`src/hw/rtl/wear_leveled_counter_log_top_defines.svh`:
```
// ---------------------------------------------------------------------------
// Assertion macros for the wear-leveled counter log
// Clocked on aclk and held off while aresetn is low.
// ---------------------------------------------------------------------------
`ifndef WEAR_LEVELED_COUNTER_LOG_TOP_DEFINES_SVH
`define WEAR_LEVELED_COUNTER_LOG_TOP_DEFINES_SVH

// same-cycle implication
`define WLCL_ASSERT_NOW(name, ante, cons, msg) \
    name: assert property (@(posedge aclk) disable iff (!aresetn) (ante) |-> (cons)) \
        else $error(msg);

// next-cycle implication
`define WLCL_ASSERT_NEXT(name, ante, cons, msg) \
    name: assert property (@(posedge aclk) disable iff (!aresetn) (ante) |=> (cons)) \
        else $error(msg);

`endif

```
`src/hw/rtl/wlcl_pkg.sv`:
```
// ---------------------------------------------------------------------------
// wlcl_pkg
// Shared constants and types of the wear-leveled counter log.
// ---------------------------------------------------------------------------
package wlcl_pkg;

    localparam int NUM_SLOTS  = 128;
    localparam int SLOT_W     = $clog2(NUM_SLOTS);
    localparam int WORD_W     = 32;
    localparam int OUT_SLOT_W = 7;
    localparam int OUT_DATA_W = 48;

    localparam logic [WORD_W-1:0] TAG_MAGIC  = 32'hCAFE_FC01;
    localparam logic [WORD_W-1:0] WORD_EMPTY = 32'hFFFF_FFFF;
    localparam logic [SLOT_W-1:0] LAST_SLOT  = SLOT_W'(NUM_SLOTS - 1);

    localparam logic FUNC_LOAD = 1'b0;
    localparam logic FUNC_SAVE = 1'b1;

    typedef enum logic [3:0] {
        ST_IDLE  = 4'b0001,
        ST_SCAN  = 4'b0010,
        ST_WRITE = 4'b0100,
        ST_DONE  = 4'b1000
    } state_t;

    typedef struct packed {
        logic              rd_en;
        logic              wr_en;
        logic              erase;
        logic [SLOT_W-1:0] addr;
        logic [WORD_W-1:0] wr_value;
    } mem_req_t;

    typedef struct packed {
        logic [WORD_W-1:0] value;
        logic [WORD_W-1:0] tag;
    } mem_rsp_t;

    typedef struct packed {
        logic                  valid;
        logic [WORD_W-1:0]     loaded_value;
        logic                  found;
        logic [OUT_SLOT_W-1:0] slot_written;
        logic                  page_erased;
    } res_t;

endpackage

```
`src/hw/rtl/wlcl_ctrl.sv`:
```
// ---------------------------------------------------------------------------
// wlcl_ctrl
// Scan sequencer: reads one slot per cycle with the check of the previous
// slot overlapped, then writes the chosen slot on a save.
// ---------------------------------------------------------------------------
`include "wear_leveled_counter_log_top_defines.svh"

module wlcl_ctrl (
    input  logic                      aclk,
    input  logic                      aresetn,
    input  logic                      in_valid,
    output logic                      in_ready,
    input  logic                      in_func,
    input  logic [wlcl_pkg::WORD_W-1:0] in_value,
    output wlcl_pkg::mem_req_t        mem_req,
    input  wlcl_pkg::mem_rsp_t        mem_rsp,
    output wlcl_pkg::res_t            res,
    input  logic                      res_ready
);
    import wlcl_pkg::*;

    state_t            state_reg, state_next;
    logic              func_reg, func_next;
    logic [WORD_W-1:0] value_reg, value_next;
    logic [SLOT_W-1:0] idx_reg, idx_next;
    logic [SLOT_W-1:0] chk_idx_reg, chk_idx_next;
    logic              pend_reg, pend_next;
    logic              issue_done_reg, issue_done_next;
    logic [WORD_W-1:0] loaded_reg, loaded_next;
    logic              hit_reg, hit_next;
    logic [SLOT_W-1:0] slot_reg, slot_next;
    logic              erased_reg, erased_next;
    logic              blank;

    assign blank    = (mem_rsp.value == WORD_EMPTY) && (mem_rsp.tag == WORD_EMPTY);
    assign in_ready = (state_reg == ST_IDLE);

    always_comb begin
        state_next      = state_reg;
        func_next       = func_reg;
        value_next      = value_reg;
        idx_next        = idx_reg;
        chk_idx_next    = chk_idx_reg;
        pend_next       = pend_reg;
        issue_done_next = issue_done_reg;
        loaded_next     = loaded_reg;
        hit_next        = hit_reg;
        slot_next       = slot_reg;
        erased_next     = erased_reg;
        mem_req         = '0;
        mem_req.addr    = idx_reg;
        mem_req.wr_value = value_reg;

        unique case (state_reg)
            ST_IDLE: begin
                if (in_valid) begin
                    func_next       = in_func;
                    value_next      = in_value;
                    idx_next        = '0;
                    pend_next       = 1'b0;
                    issue_done_next = 1'b0;
                    loaded_next     = '0;
                    hit_next        = 1'b0;
                    slot_next       = '0;
                    erased_next     = 1'b0;
                    state_next      = ST_SCAN;
                end
            end
            ST_SCAN: begin
                // issue next read
                if (!issue_done_reg) begin
                    mem_req.rd_en = 1'b1;
                    pend_next     = 1'b1;
                    chk_idx_next  = idx_reg;
                    if (idx_reg == LAST_SLOT) begin
                        issue_done_next = 1'b1;
                    end else begin
                        idx_next = idx_reg + SLOT_W'(1);
                    end
                end else begin
                    pend_next = 1'b0;
                end
                // check slot read last cycle
                if (pend_reg) begin
                    if (func_reg == FUNC_LOAD) begin
                        if (mem_rsp.tag == TAG_MAGIC) begin
                            loaded_next = mem_rsp.value;
                            hit_next    = 1'b1;
                            if (chk_idx_reg == LAST_SLOT) begin
                                state_next = ST_DONE;
                            end
                        end else if (blank || chk_idx_reg == LAST_SLOT) begin
                            state_next = ST_DONE;
                        end
                    end else begin
                        if (blank) begin
                            slot_next  = chk_idx_reg;
                            state_next = ST_WRITE;
                        end else if (chk_idx_reg == LAST_SLOT) begin
                            slot_next   = '0;
                            erased_next = 1'b1;
                            state_next  = ST_WRITE;
                        end
                    end
                end
            end
            ST_WRITE: begin
                mem_req.wr_en = 1'b1;
                mem_req.erase = erased_reg;
                mem_req.addr  = slot_reg;
                state_next    = ST_DONE;
            end
            ST_DONE: begin
                if (res_ready) begin
                    state_next = ST_IDLE;
                end
            end
            default: begin
                state_next = ST_IDLE;
            end
        endcase
    end

    always_ff @(posedge aclk) begin
        if (!aresetn) begin
            state_reg      <= ST_IDLE;
            pend_reg       <= 1'b0;
            issue_done_reg <= 1'b0;
        end else begin
            state_reg      <= state_next;
            pend_reg       <= pend_next;
            issue_done_reg <= issue_done_next;
        end
    end

    always_ff @(posedge aclk) begin
        func_reg    <= func_next;
        value_reg   <= value_next;
        idx_reg     <= idx_next;
        chk_idx_reg <= chk_idx_next;
        loaded_reg  <= loaded_next;
        hit_reg     <= hit_next;
        slot_reg    <= slot_next;
        erased_reg  <= erased_next;
    end

    assign res.valid        = (state_reg == ST_DONE);
    assign res.loaded_value = loaded_reg;
    assign res.found        = hit_reg;
    assign res.slot_written = OUT_SLOT_W'(slot_reg);
    assign res.page_erased  = erased_reg;

    `WLCL_ASSERT_NOW(a_erase_slot0, mem_req.erase, mem_req.wr_en && mem_req.addr == '0, "page erase without write to slot zero")
    `WLCL_ASSERT_NEXT(a_write_done, state_reg == ST_WRITE, state_reg == ST_DONE, "write not followed by result")
    `WLCL_ASSERT_NOW(a_load_clean, res.valid && func_reg == FUNC_LOAD, res.slot_written == '0 && !res.page_erased, "load result carries save fields")
    `WLCL_ASSERT_NOW(a_pend_order, state_reg == ST_SCAN && pend_reg && !issue_done_reg, idx_reg == chk_idx_reg + SLOT_W'(1), "read and check out of step")

endmodule

```
`config.mk`:
```
export PLATFORM = sky130hd
export DESIGN_NAME = wlcl_ctrl
export DESIGN_NICKNAME = d
export VERILOG_FILES = /design/src/hw/rtl/wlcl_pkg.sv /design/src/hw/rtl/wlcl_ctrl.sv
export VERILOG_INCLUDE_DIRS = /design/src /design/src/hw/rtl
export SDC_FILE = /design/constraint.sdc
export NUM_CORES = 1
export LEC_CHECK = 0
export ABC_AREA = 1
export ABC_CLOCK_PERIOD_IN_PS = 3000
export BUFFER_PORTS_ARGS = -buffer_cell sky130_fd_sc_hd__buf_2
export CELL_PAD_IN_SITES_DETAIL_PLACEMENT = 0
export CELL_PAD_IN_SITES_GLOBAL_PLACEMENT = 1
export CORE_MARGIN = 1.5
export CORE_UTILIZATION = 35
export DETAILED_ROUTE_END_ITERATION = 8
export GPL_ROUTABILITY_DRIVEN = 0
export GPL_TIMING_DRIVEN = 0
export PLACE_DENSITY = 0.8
export SLEW_MARGIN = 10
export SYNTH_ARGS = -nofsm -noshare
export SYNTH_HDL_FRONTEND = slang
export SYNTH_SLANG_ARGS = --single-unit
```
`constraint.sdc`:
```
create_clock -name aclk -period 3 [get_ports aclk]
set_input_delay 0.45 -clock aclk [delete_from_list [all_inputs] [get_ports aclk]]
set_output_delay 0.45 -clock aclk [all_outputs]
set_load 0.005 [all_outputs]
```
== Yosys cells after proc, flatten, opt, wreduce, memory -nomap -nowiden ==
Index checks and enable logic that the tools add are counted.
Word-level totals
  memory bits (writable): 0
  memories: 0
  output and inout bits: 85
  latch bits: 0
  register bits after elaboration: 94
  ROM bits: 0
  word-level logic and storage cells: 88
  input port bits: 101
Operators by class
  shift operators: 0
  equal/unequal tests: 23
  bitwise operators: 1
  mux-type cells: 41
  divide/modulo/power cells: 0
  order comparisons: 0
  multipliers: 0
  add/subtract/negate cells: 1
  reductions and logical operators: 11
Operators by type and width (count)
  $mux W32: 4
  $eq A32 B32 Y1 const B: 3
  $pmux W32 S2: 1
  $mux W7: 7
  $mux W4: 9
  $pmux W7 S2: 2
  $ne A2 B2 Y1 const B: 9
  $pmux W4 S4: 1
  $eq A7 B7 Y1 const B: 2
  $mux W1: 12
  $ne A4 B4 Y1 const B: 3
  $reduce_and A6 Y1: 2
  $reduce_and A5 Y1: 2
  $mux W9: 1
  $pmux W1 S2: 4
  $add A7 B1 Y7 const B: 1
  $reduce_and A2 Y1: 3
  $eq A4 B1 Y1 const B: 1
  $eq A4 B2 Y1 const B: 1
  $eq A4 B3 Y1 const B: 1
  $eq A4 B4 Y1 const B: 1
  $reduce_and A4 Y1: 1
  $ne A3 B3 Y1 const B: 1
  $ne A2 B1 Y1 const B: 1
  other kinds (4): 4

== Depth between registers and ports, before layout ==
Gate-level depths: netlist (run 1).
  depth in word-level cells: 8
  mapped depth: 11
  mapped depth without buffers: 11

== Worst setup path after synthesis (run 1) ==
OpenSTA, ideal clock, no wires.
  path type: register -> register
  start point: reg state_reg[1]
  end point: reg idx_reg[0] (enable)
  arrival: 2.028 ns
  path slack: 0.646 ns
  required time: 2.674 ns
  path buffers: 0
  stages on the path, launching flop included: 9
  setup time: 0.326 ns
  period minus slack after synthesis: 2.354 ns
  cells stage by stage: dfxtp_1 -> inv_1 -> nand2_1 -> nor2_4 -> inv_2 -> nor2_2 -> inv_2 -> nand2_1 -> and2_1
Between the ends
  longest elaborated chain between the ends: 3
  elaborated cells on any way between the ends: 7
  those cells by class: 5 x eq/ne; 2 x reduce/logical
RTL lines
  start: declaration: RTL line wlcl_ctrl.sv:22  | state_t state_reg, state_next;
  start signal: assignment: RTL line wlcl_ctrl.sv:130  | state_reg <= state_next;
  $eq A4 B1 Y1 (*)
  net in_ready: RTL line wlcl_ctrl.sv:12  | output logic in_ready,
  $ne A2 B2 Y1 (no source line) / $reduce_bool A2 Y1 (equally long branches)
  $reduce_and A4 Y1 (no source line) (*)
  end signal: assignment: RTL line wlcl_ctrl.sv:139  | idx_reg <= idx_next;
  end: declaration: RTL line wlcl_ctrl.sv:25  | logic [SLOT_W-1:0] idx_reg, idx_next;
Mark *: on every way through the listed nets, which the timed path passes. The rest lies on a longest branch.
A chain may end at the register's enable or synchronous reset.

==> impl_metrics.yaml, run 1 <==
status:
  status: "completed"
run:
  maxCapViolCount: 0
route:
  final_antenna_net_count: 0
  dr.pass1.iters: 4
  drc_errors: 0
  vias_per_cell: 4.34
  dr_total_vias: 3048
  drt_iter0_drc: 86
  routedWlPerCell_microns: 12.5
  wl_microns: 8790
pwr:
  p_total_uw: 4720
  p_clk_frac: 0.250
  p_leak_uw: 0.00252
  p_int_uw: 3310
  p_comb_frac: 0.279
  switching_share: 0.298
  pwr-share-seq: 0.470
  irDropWorstVdd_v: 0.000320
  p_sw_uw: 1410
  powerDensity_mw_per_mm2: 868
grt:
  grt_pass1_wl_microns: 13600
  grt_antenna_before_repair: 0
  grt_pass1_vias: 2938
  grt_usage: 0.151
  grt_max_degree: 34
  grt_overflow: 0
synth:
  syn_nets: 465
  synth.top_cells.by_area: "edfxtp_1, nor2_1, nand2_1"
  synth.avg_cell_area_sq_um: 11.0
  synthCells: 363
  ys_warn_count: 0
  synth_top_flop_cell: "edfxtp_1"
  synth_common_cells: "edfxtp_1, nor2_1, nand2_1"
  yosysTopAreaCellShare: 0.659
  ys_seq_area_frac: 0.689
  syn_area_sq_mm: 0.00401
  ys_seq_elements: 94
  post-synth-top-count-cell: "edfxtp_1"
  async_flop_share: 0
  synth_enable_flop_cells: 88
  synth_cell_types: 33
  yosys.area.top_type: "edfxtp_1"
floorplan:
  die_w_microns: 110
  start_util: 0.365
  die_h_microns: 110
  rows: 38
  die_area_sq_mm: 0.0121
  ios: 186
  core_area_sq_mm: 0.0110
place:
  dp_slack_ps: 615
  dp_hpwl_microns: 6930
  port_buffers: 185
  dpl.cell_count: 689
setup_path:
  arrival_ps: 2140
  path_cells: "inv_2, nand2_4, nor3_4, buf_6, inv_2, nor2_1, buf_4, buf_2"
  cp_slowest_cell: "nor2_1"
  r2r-start: "state_reg[3]$_SDFFE_PN0P_"
  critPathMaxStageDelay_ps: 580
  worst-r2r-setup-slack_ps: 850
  cp-end-kind: "output port"
  crit_path_frequent_cell: "inv_2"
  cpLargestDelayFamily: "simple AND/OR/NAND/NOR gates"
  rr_worst_depth: 7
  path_class: "register to output port"
  cp-start-kind: "register"
  crit_fanout: 11
  r2r-end: "loaded_reg[22]$_SDFFCE_PN0P_"
  worst_ep_required_time_ps: 2550
  crit_buf_inv: 5
cells_and_area:
  syn2layout_area_growth_pct: 35.6
  drive_gt1_frac: 0.421
  stdcell_count: 703
  antenna_cells: 0
  multi_input_area_sq_um: 918
  n_fill_cell: 1051
  seq_area_sq_mm: 0.00276
  fin_nets: 662
timing:
  final.setup.tns_ps: 0
  setup_ws_ps: 408
  slew_violations: 0
  finClkSkew_ps: 10.0
  setup_viol: 0
  max_slew_margin: 0.494
  holdWs_ps: 280
  fmax_mhz: 386
  tightest_slew_ps: 759
  fin_crit_ps: 2590
  hold_viol: 0
  finalCritPeriodShare: 0.864
  rsz0062_at_grt: "no"
clock_tree:
  worstSkewPairLatency_ps: 340
  cts_buffers: 9
  clock_path_buffers: 2
  cts_root_buf: "clkbuf_16"
  postCtsSetupRepairBufs: 0
  holdBufCountCts: 0
  clk_pin_slew_worst_paths_ps: 70
  cts_num_sinks: 94
  htreeDepth: 3
  post_cts_resized: 0
  cts_tree: "built"
hold_path:
  min_path_cells: 1
  hold_path.class: "input port to register"
  hp-start: "in_value[1]"
  hold-path-endpoint: "value_reg[1]$_DFFE_PP_"
-- metal layers --
layer,track usage,vias up,share of wire
li1,-,1561,-
met1,0.175,1352,0.42
met2,0.252,123,0.46
met3,0.0588,12,0.10
met4,0.0603,0,0.018
met5,0,-,0
-- layout by cell type, fill, tap and decap left out, types with 2 or more instances in the layout --
cell type,instances
nor3_2,3
buf_4,4
nor2_1,71
buf_6,4
inv_1,59
nor2_4,4
o21ai_0,11
dfxtp_1,6
nand2_1,67
a21oi_1,3
bufinv_16,2
nand3_2,2
nor3_1,5
nor4_1,6
nand2_4,2
clkinv_1,2
clkbuf_16,9
inv_2,8
nor2_2,2
nand2_2,2
a21oi_2,2
buf_2,186
edfxtp_1,88
-- cell type report --
cell class | count | share of cell area
Clock inverter | 4 | 0.0133
Clock buffer | 10 | 0.0421
Timing Repair Buffer | 186 | 0.174
Inverter | 68 | 0.0469
Buffer | 9 | 0.0147
Tap cell | 140 | 0.0322
Sequential cell | 94 | 0.508
Multi-Input combinational cell | 192 | 0.169
-- kinds of logic (layout without fill, tap and decap cells) --
| kind of cell | Yosys count | after routing | share of synthesized area |
|---|---|---|---|
| compound gates | 20 | 20 | 0.0303 |
| fa+ha+maj | 1 | 1 | 0.00312 |
| buf+inv | 77 | 277 | 0.0836 |
| flops | 94 | 94 | 0.689 |
| simple gates | 171 | 171 | 0.194 |
-- worst max-delay path by stage --
stage	startpoint	to	slack [ps]	cells past startpoint
after floorplan	state_reg[1]$_SDFFE_PN0P_	idx_reg[0]$_SDFFCE_PN0P_	650	8
after global routing	state_reg[3]$_SDFFE_PN0P_	mem_req[41]	210	8
final	state_reg[3]$_SDFFE_PN0P_	mem_req[41]	410	8
after detailed placement	mem_rsp[1]	loaded_reg[20]$_SDFFCE_PN0P_	610	5
after global placement	mem_rsp[8]	loaded_reg[20]$_SDFFCE_PN0P_	130	5
after CTS	state_reg[3]$_SDFFE_PN0P_	mem_req[41]	380	8
-- power by group through the flow --
stage	combinational (uW)	clock, uW	sequential [uW]
global route	1490	1250	2270
CTS	1360	1200	2230
floorplan	603	0	2300
global placement	1310	0	2250
detailed placement	1350	0	2240
finish	1320	1180	2220
-- through the flow --
stage | cell area (sq um) | utilization
2_1_floorplan | 4010 | -
3_3_place_gp | 5110 | 0.465
3_5_place_dp | 5140 | 0.468
4_1_cts | 5440 | 0.495
5_1_grt | 5440 | 0.495
6_report | 5440 | 0.495
No activity file was read; power rests on OpenSTA's default activity.
==> run 2: changes to the inputs <==
- CORE_UTILIZATION: 35 -> 36
- CTS_BUF_LIST: unset -> sky130_fd_sc_hd__clkbuf_8
- PLACE_DENSITY: 0.8 -> 0.82
==> impl_metrics.yaml, run 2 (synthesized netlist as in run 1, its figures left out) <==
grt:
  grt_pass1_vias: 2953
  grt_max_degree: 34
  grt_usage: 0.153
  grt_antenna_before_repair: 0
  grt_overflow: 0
  grt_pass1_wl_microns: 13400
hold_path:
  hold-path-endpoint: "value_reg[13]$_DFFE_PP_"
  min_path_cells: 1
  hold_path.class: "input port to register"
  hp-start: "in_value[13]"
clock_tree:
  postCtsSetupRepairBufs: 0
  worstSkewPairLatency_ps: 360
  clock_path_buffers: 2
  htreeDepth: 3
  cts_buffers: 9
  clk_pin_slew_worst_paths_ps: 100
  cts_root_buf: "clkbuf_8"
  cts_tree: "built"
  cts_num_sinks: 94
  holdBufCountCts: 0
  post_cts_resized: 0
timing:
  fmax_mhz: 393
  setup_viol: 0
  tightest_slew_ps: 775
  max_slew_margin: 0.484
  final.setup.tns_ps: 0
  finClkSkew_ps: 9.78
  slew_violations: 0
  finalCritPeriodShare: 0.847
  hold_viol: 0
  rsz0062_at_grt: "no"
  fin_crit_ps: 2540
floorplan:
  die_h_microns: 109
  start_util: 0.370
  ios: 186
  core_area_sq_mm: 0.0108
  die_area_sq_mm: 0.0118
  die_w_microns: 109
  rows: 38
route:
  routedWlPerCell_microns: 12.4
  vias_per_cell: 4.37
  dr.pass1.iters: 4
  wl_microns: 8720
  drt_iter0_drc: 105
  drc_errors: 0
  final_antenna_net_count: 0
  dr_total_vias: 3081
cells_and_area:
  drive_gt1_frac: 0.425
  antenna_cells: 0
  fin_nets: 662
  final_cell_mix: "buf_2, edfxtp_1, nor2_1, nand2_1, inv_1"
  final_area_sq_mm: 0.00536
  final_common_cell: "buf_2"
  syn2layout_area_growth_pct: 33.6
setup_path:
  cp_slowest_cell: "nor2_1"
  worst_ep_required_time_ps: 2550
  path_cells: "inv_2, nand2_4, nor3_4, buf_6, inv_2, nor2_1, buf_4, buf_2"
  path_class: "register to output port"
  r2r-end: "loaded_reg[9]$_SDFFCE_PN0P_"
  crit_buf_inv: 5
  cp-start-kind: "register"
  r2r-start: "state_reg[3]$_SDFFE_PN0P_"
  rr_worst_depth: 7
  cpLargestDelayFamily: "simple AND/OR/NAND/NOR gates"
  cp-end-kind: "output port"
  crit_fanout: 11
  critPathMaxStageDelay_ps: 530
  worst-r2r-setup-slack_ps: 880
  arrival_ps: 2090
  crit_path_frequent_cell: "inv_2"
status:
  status: "completed"
pwr:
  powerDensity_mw_per_mm2: 834
  irDropWorstVdd_v: 0.000363
  p_total_uw: 4470
  p_leak_uw: 0.00248
run:
  maxCapViolCount: 0
place:
  dp_hpwl_microns: 6940
  port_buffers: 185
  placed_area_sq_mm: 0.00514
-- run 2: cell type report --
class,count,area [sq um]
buffer,9,80.1
clock buffer,9,124
clock inverter,7,96.3
fill,1019,5480
inverter,68,255
multi-input combinational,192,918
sequential,94,2760
tap,140,175
timing repair buffer,186,946
-- run 2: worst max path at each step --
stage | start | to | slack (ps) | cells after the start
finish | state_reg[3]$_SDFFE_PN0P_ | mem_req[41] | 460 | 8
global route | state_reg[2]$_SDFFE_PN0P_ | mem_req[41] | 250 | 8
CTS | state_reg[3]$_SDFFE_PN0P_ | mem_req[41] | 400 | 8
detailed placement | mem_rsp[4] | loaded_reg[11]$_SDFFCE_PN0P_ | 670 | 5
global placement | mem_rsp[8] | loaded_reg[10]$_SDFFCE_PN0P_ | 200 | 5
floorplan | state_reg[1]$_SDFFE_PN0P_ | idx_reg[0]$_SDFFCE_PN0P_ | 650 | 8
-- run 2: where the power goes --
part | internal [uW] | leakage (uW) | switching [uW] | total (uW)
registers | 2070 | 0.000900 | 148 | 2220
clock network | 472 | 0.000109 | 458 | 931
logic | 520 | 0.00148 | 802 | 1320
total | 3060 | 0.00248 | 1410 | 4470
-- run 2: per-stage QoR --
step | hold WS [ps] | util | instances | setup slack, ps
finish | 253 | 0.494 | 705 | 458
global route | 221 | 0.494 | 705 | 248
CTS | 233 | 0.494 | 705 | 400
detailed placement | 473 | 0.474 | 689 | 672
global placement | 465 | 0.471 | 688 | 204
floorplan | 451 | - | 363 | 646
-- run 2: layer usage --
layer | vias to the layer above | GRT usage | wire (microns) | part of all wire
met5 | - | 0 | 0 | 0
met4 | 0 | 0.0620 | 162 | 0.019
met3 | 12 | 0.0512 | 705 | 0.081
met2 | 117 | 0.262 | 4260 | 0.49
met1 | 1398 | 0.174 | 3590 | 0.41
li1 | 1554 | - | - | -
==> run 3: changes to the inputs <==
- ABC_CLOCK_PERIOD_IN_PS: 3000 -> 2460
- clock period: 3 -> 2.46 ns (I/O delays scaled with it)
==> impl_metrics.yaml, run 3 (synthesized netlist as in run 1, its figures left out) <==
clock_tree:
  cts_buffers: 9
  htreeDepth: 3
  cts_num_sinks: 94
  clock_path_buffers: 2
  cts_root_buf: "clkbuf_8"
  worstSkewPairLatency_ps: 360
  postCtsSetupRepairBufs: 0
  cts_tree: "built"
  clk_pin_slew_worst_paths_ps: 100
pwr:
  pwr-share-seq: 0.496
  powerDensity_mw_per_mm2: 1020
  p_int_uw: 3730
  irDropWorstVdd_v: 0.000443
  switching_share: 0.315
  p_comb_frac: 0.296
  p_clk_frac: 0.208
  p_sw_uw: 1720
  p_leak_uw: 0.00248
setup_path:
  cp_slowest_cell: "nor2_2"
  path_depth: 8
  cp-start-kind: "register"
  crit_fanout: 11
  cp-end-kind: "output port"
  worst-r2r-setup-slack_ps: 330
  arrival_ps: 1880
  rr_worst_depth: 7
  crit_buf_inv: 5
  endpoint: "mem_req[41]"
  r2r-start: "state_reg[3]$_SDFFE_PN0P_"
  path_cells: "inv_2, nand2_4, nor3_4, buf_6, inv_2, nor2_2, buf_4, buf_2"
  critPathMaxStageDelay_ps: 350
  worst_ep_required_time_ps: 2090
  path_class: "register to output port"
  r2r-end: "loaded_reg[9]$_SDFFCE_PN0P_"
  crit_path_frequent_cell: "inv_2"
  cpLargestDelayFamily: "buffers and inverters"
  crit_start: "state_reg[3]$_SDFFE_PN0P_"
timing:
  finalCritPeriodShare: 0.913
  holdWs_ps: 172
  rsz0062_at_grt: "no"
  fin_crit_ps: 2250
  tightest_slew_ps: 775
  slew_violations: 0
  finClkSkew_ps: 9.78
  final.setup.tns_ps: 0
  setup_viol: 0
  hold_viol: 0
  max_slew_margin: 0.484
  fmax_mhz: 445
route:
  dr_total_vias: 3081
  final_antenna_net_count: 0
  wl_microns: 8720
  vias_per_cell: 4.37
  dr.pass1.iters: 4
  routedWlPerCell_microns: 12.4
  drc_errors: 0
  drt_iter0_drc: 110
cells_and_area:
  final_common_cell: "buf_2"
  seq_area_sq_mm: 0.00276
  syn2layout_area_growth_pct: 33.7
  final_cell_mix: "buf_2, edfxtp_1, nor2_1, nand2_1, inv_1"
  fin_nets: 662
  antenna_cells: 0
  drive_gt1_frac: 0.427
  multi_input_area_sq_um: 921
  n_fill_cell: 1018
  stdcell_count: 705
  final_core_util: 0.494
place:
  dp_hpwl_microns: 6940
  dpl.cell_count: 689
  port_buffers: 185
status:
  status: "completed"
floorplan:
  die_w_microns: 109
  die_area_sq_mm: 0.0118
  start_util: 0.370
  die_h_microns: 109
  ios: 186
  rows: 38
  core_area_sq_mm: 0.0108
grt:
  grt_overflow: 0
  grt_max_degree: 34
  grt_pass1_vias: 2954
  grt_usage: 0.153
  grt_pass1_wl_microns: 13400
  grt_antenna_before_repair: 0
run:
  maxCapViolCount: 0
hold_path:
  min_path_cells: 1
  hold_path.class: "input port to register"
==> run 3: cell counts in the layout (fill, tap and decap cells not counted) <==
Identical to the previous run, type by type.
==> run 3: power by group through the flow <==
stage	registers (uW)	clock network (uW)	logic [uW]
5_1_grt	2770	1210	1800
6_report	2700	1140	1610
4_1_cts	2710	1160	1650
3_5_place_dp	2740	0	1640
3_3_place_gp	2740	0	1590
2_1_floorplan	2800	0	735
==> run 3: what timing repair did <==
action,in CTS,in global routing
endpoints found under the setup margin,1,0
hold buffers,0,0
resized for setup,1,0
==> run 3: routing by layer <==
| layer | part of all wire | GRT usage | vias to the layer above |
|---|---|---|---|
| met5 | 0 | 0 | - |
| met4 | 0.019 | 0.0620 | 0 |
| met1 | 0.41 | 0.175 | 1398 |
| met2 | 0.49 | 0.262 | 117 |
| met3 | 0.081 | 0.0512 | 12 |
| li1 | - | - | 1554 |
==> run 3: metrics by stage <==
| stage | setup slack (ps) | power, uW | area, sq um |
|---|---|---|---|
| 2_1_floorplan | 106 | 3540 | 4010 |
| 3_3_place_gp | -301 | 4320 | 5110 |
| 3_5_place_dp | 213 | 4390 | 5140 |
| 4_1_cts | 167 | 5520 | 5360 |
| 5_1_grt | 47.9 | 5780 | 5360 |
| 6_report | 214 | 5450 | 5360 |
==> run 3: worst min-delay path by stage <==
stage / slack [ps] / to / start
floorplan: 450 / chk_idx_reg[6]$_DFFE_PP_ / idx_reg[6]$_SDFFCE_PN0P_
global placement: 470 / issue_done_reg$_SDFFE_PN0P_ / issue_done_reg$_SDFFE_PN0P_
detailed placement: 470 / issue_done_reg$_SDFFE_PN0P_ / issue_done_reg$_SDFFE_PN0P_
CTS: 150 / value_reg[13]$_DFFE_PP_ / in_value[13]
global route: 140 / value_reg[7]$_DFFE_PP_ / in_value[7]
finish: 170 / value_reg[13]$_DFFE_PP_ / in_value[13]
==> run 3: area by class of cell <==
type,instances,share of cell area
buffer,9,0.0149
clock buffer,9,0.0231
clock inverter,7,0.0180
inverter,68,0.0476
multi-input combinational,192,0.172
sequential,94,0.515
tap,140,0.0327
timing repair buffer,186,0.176
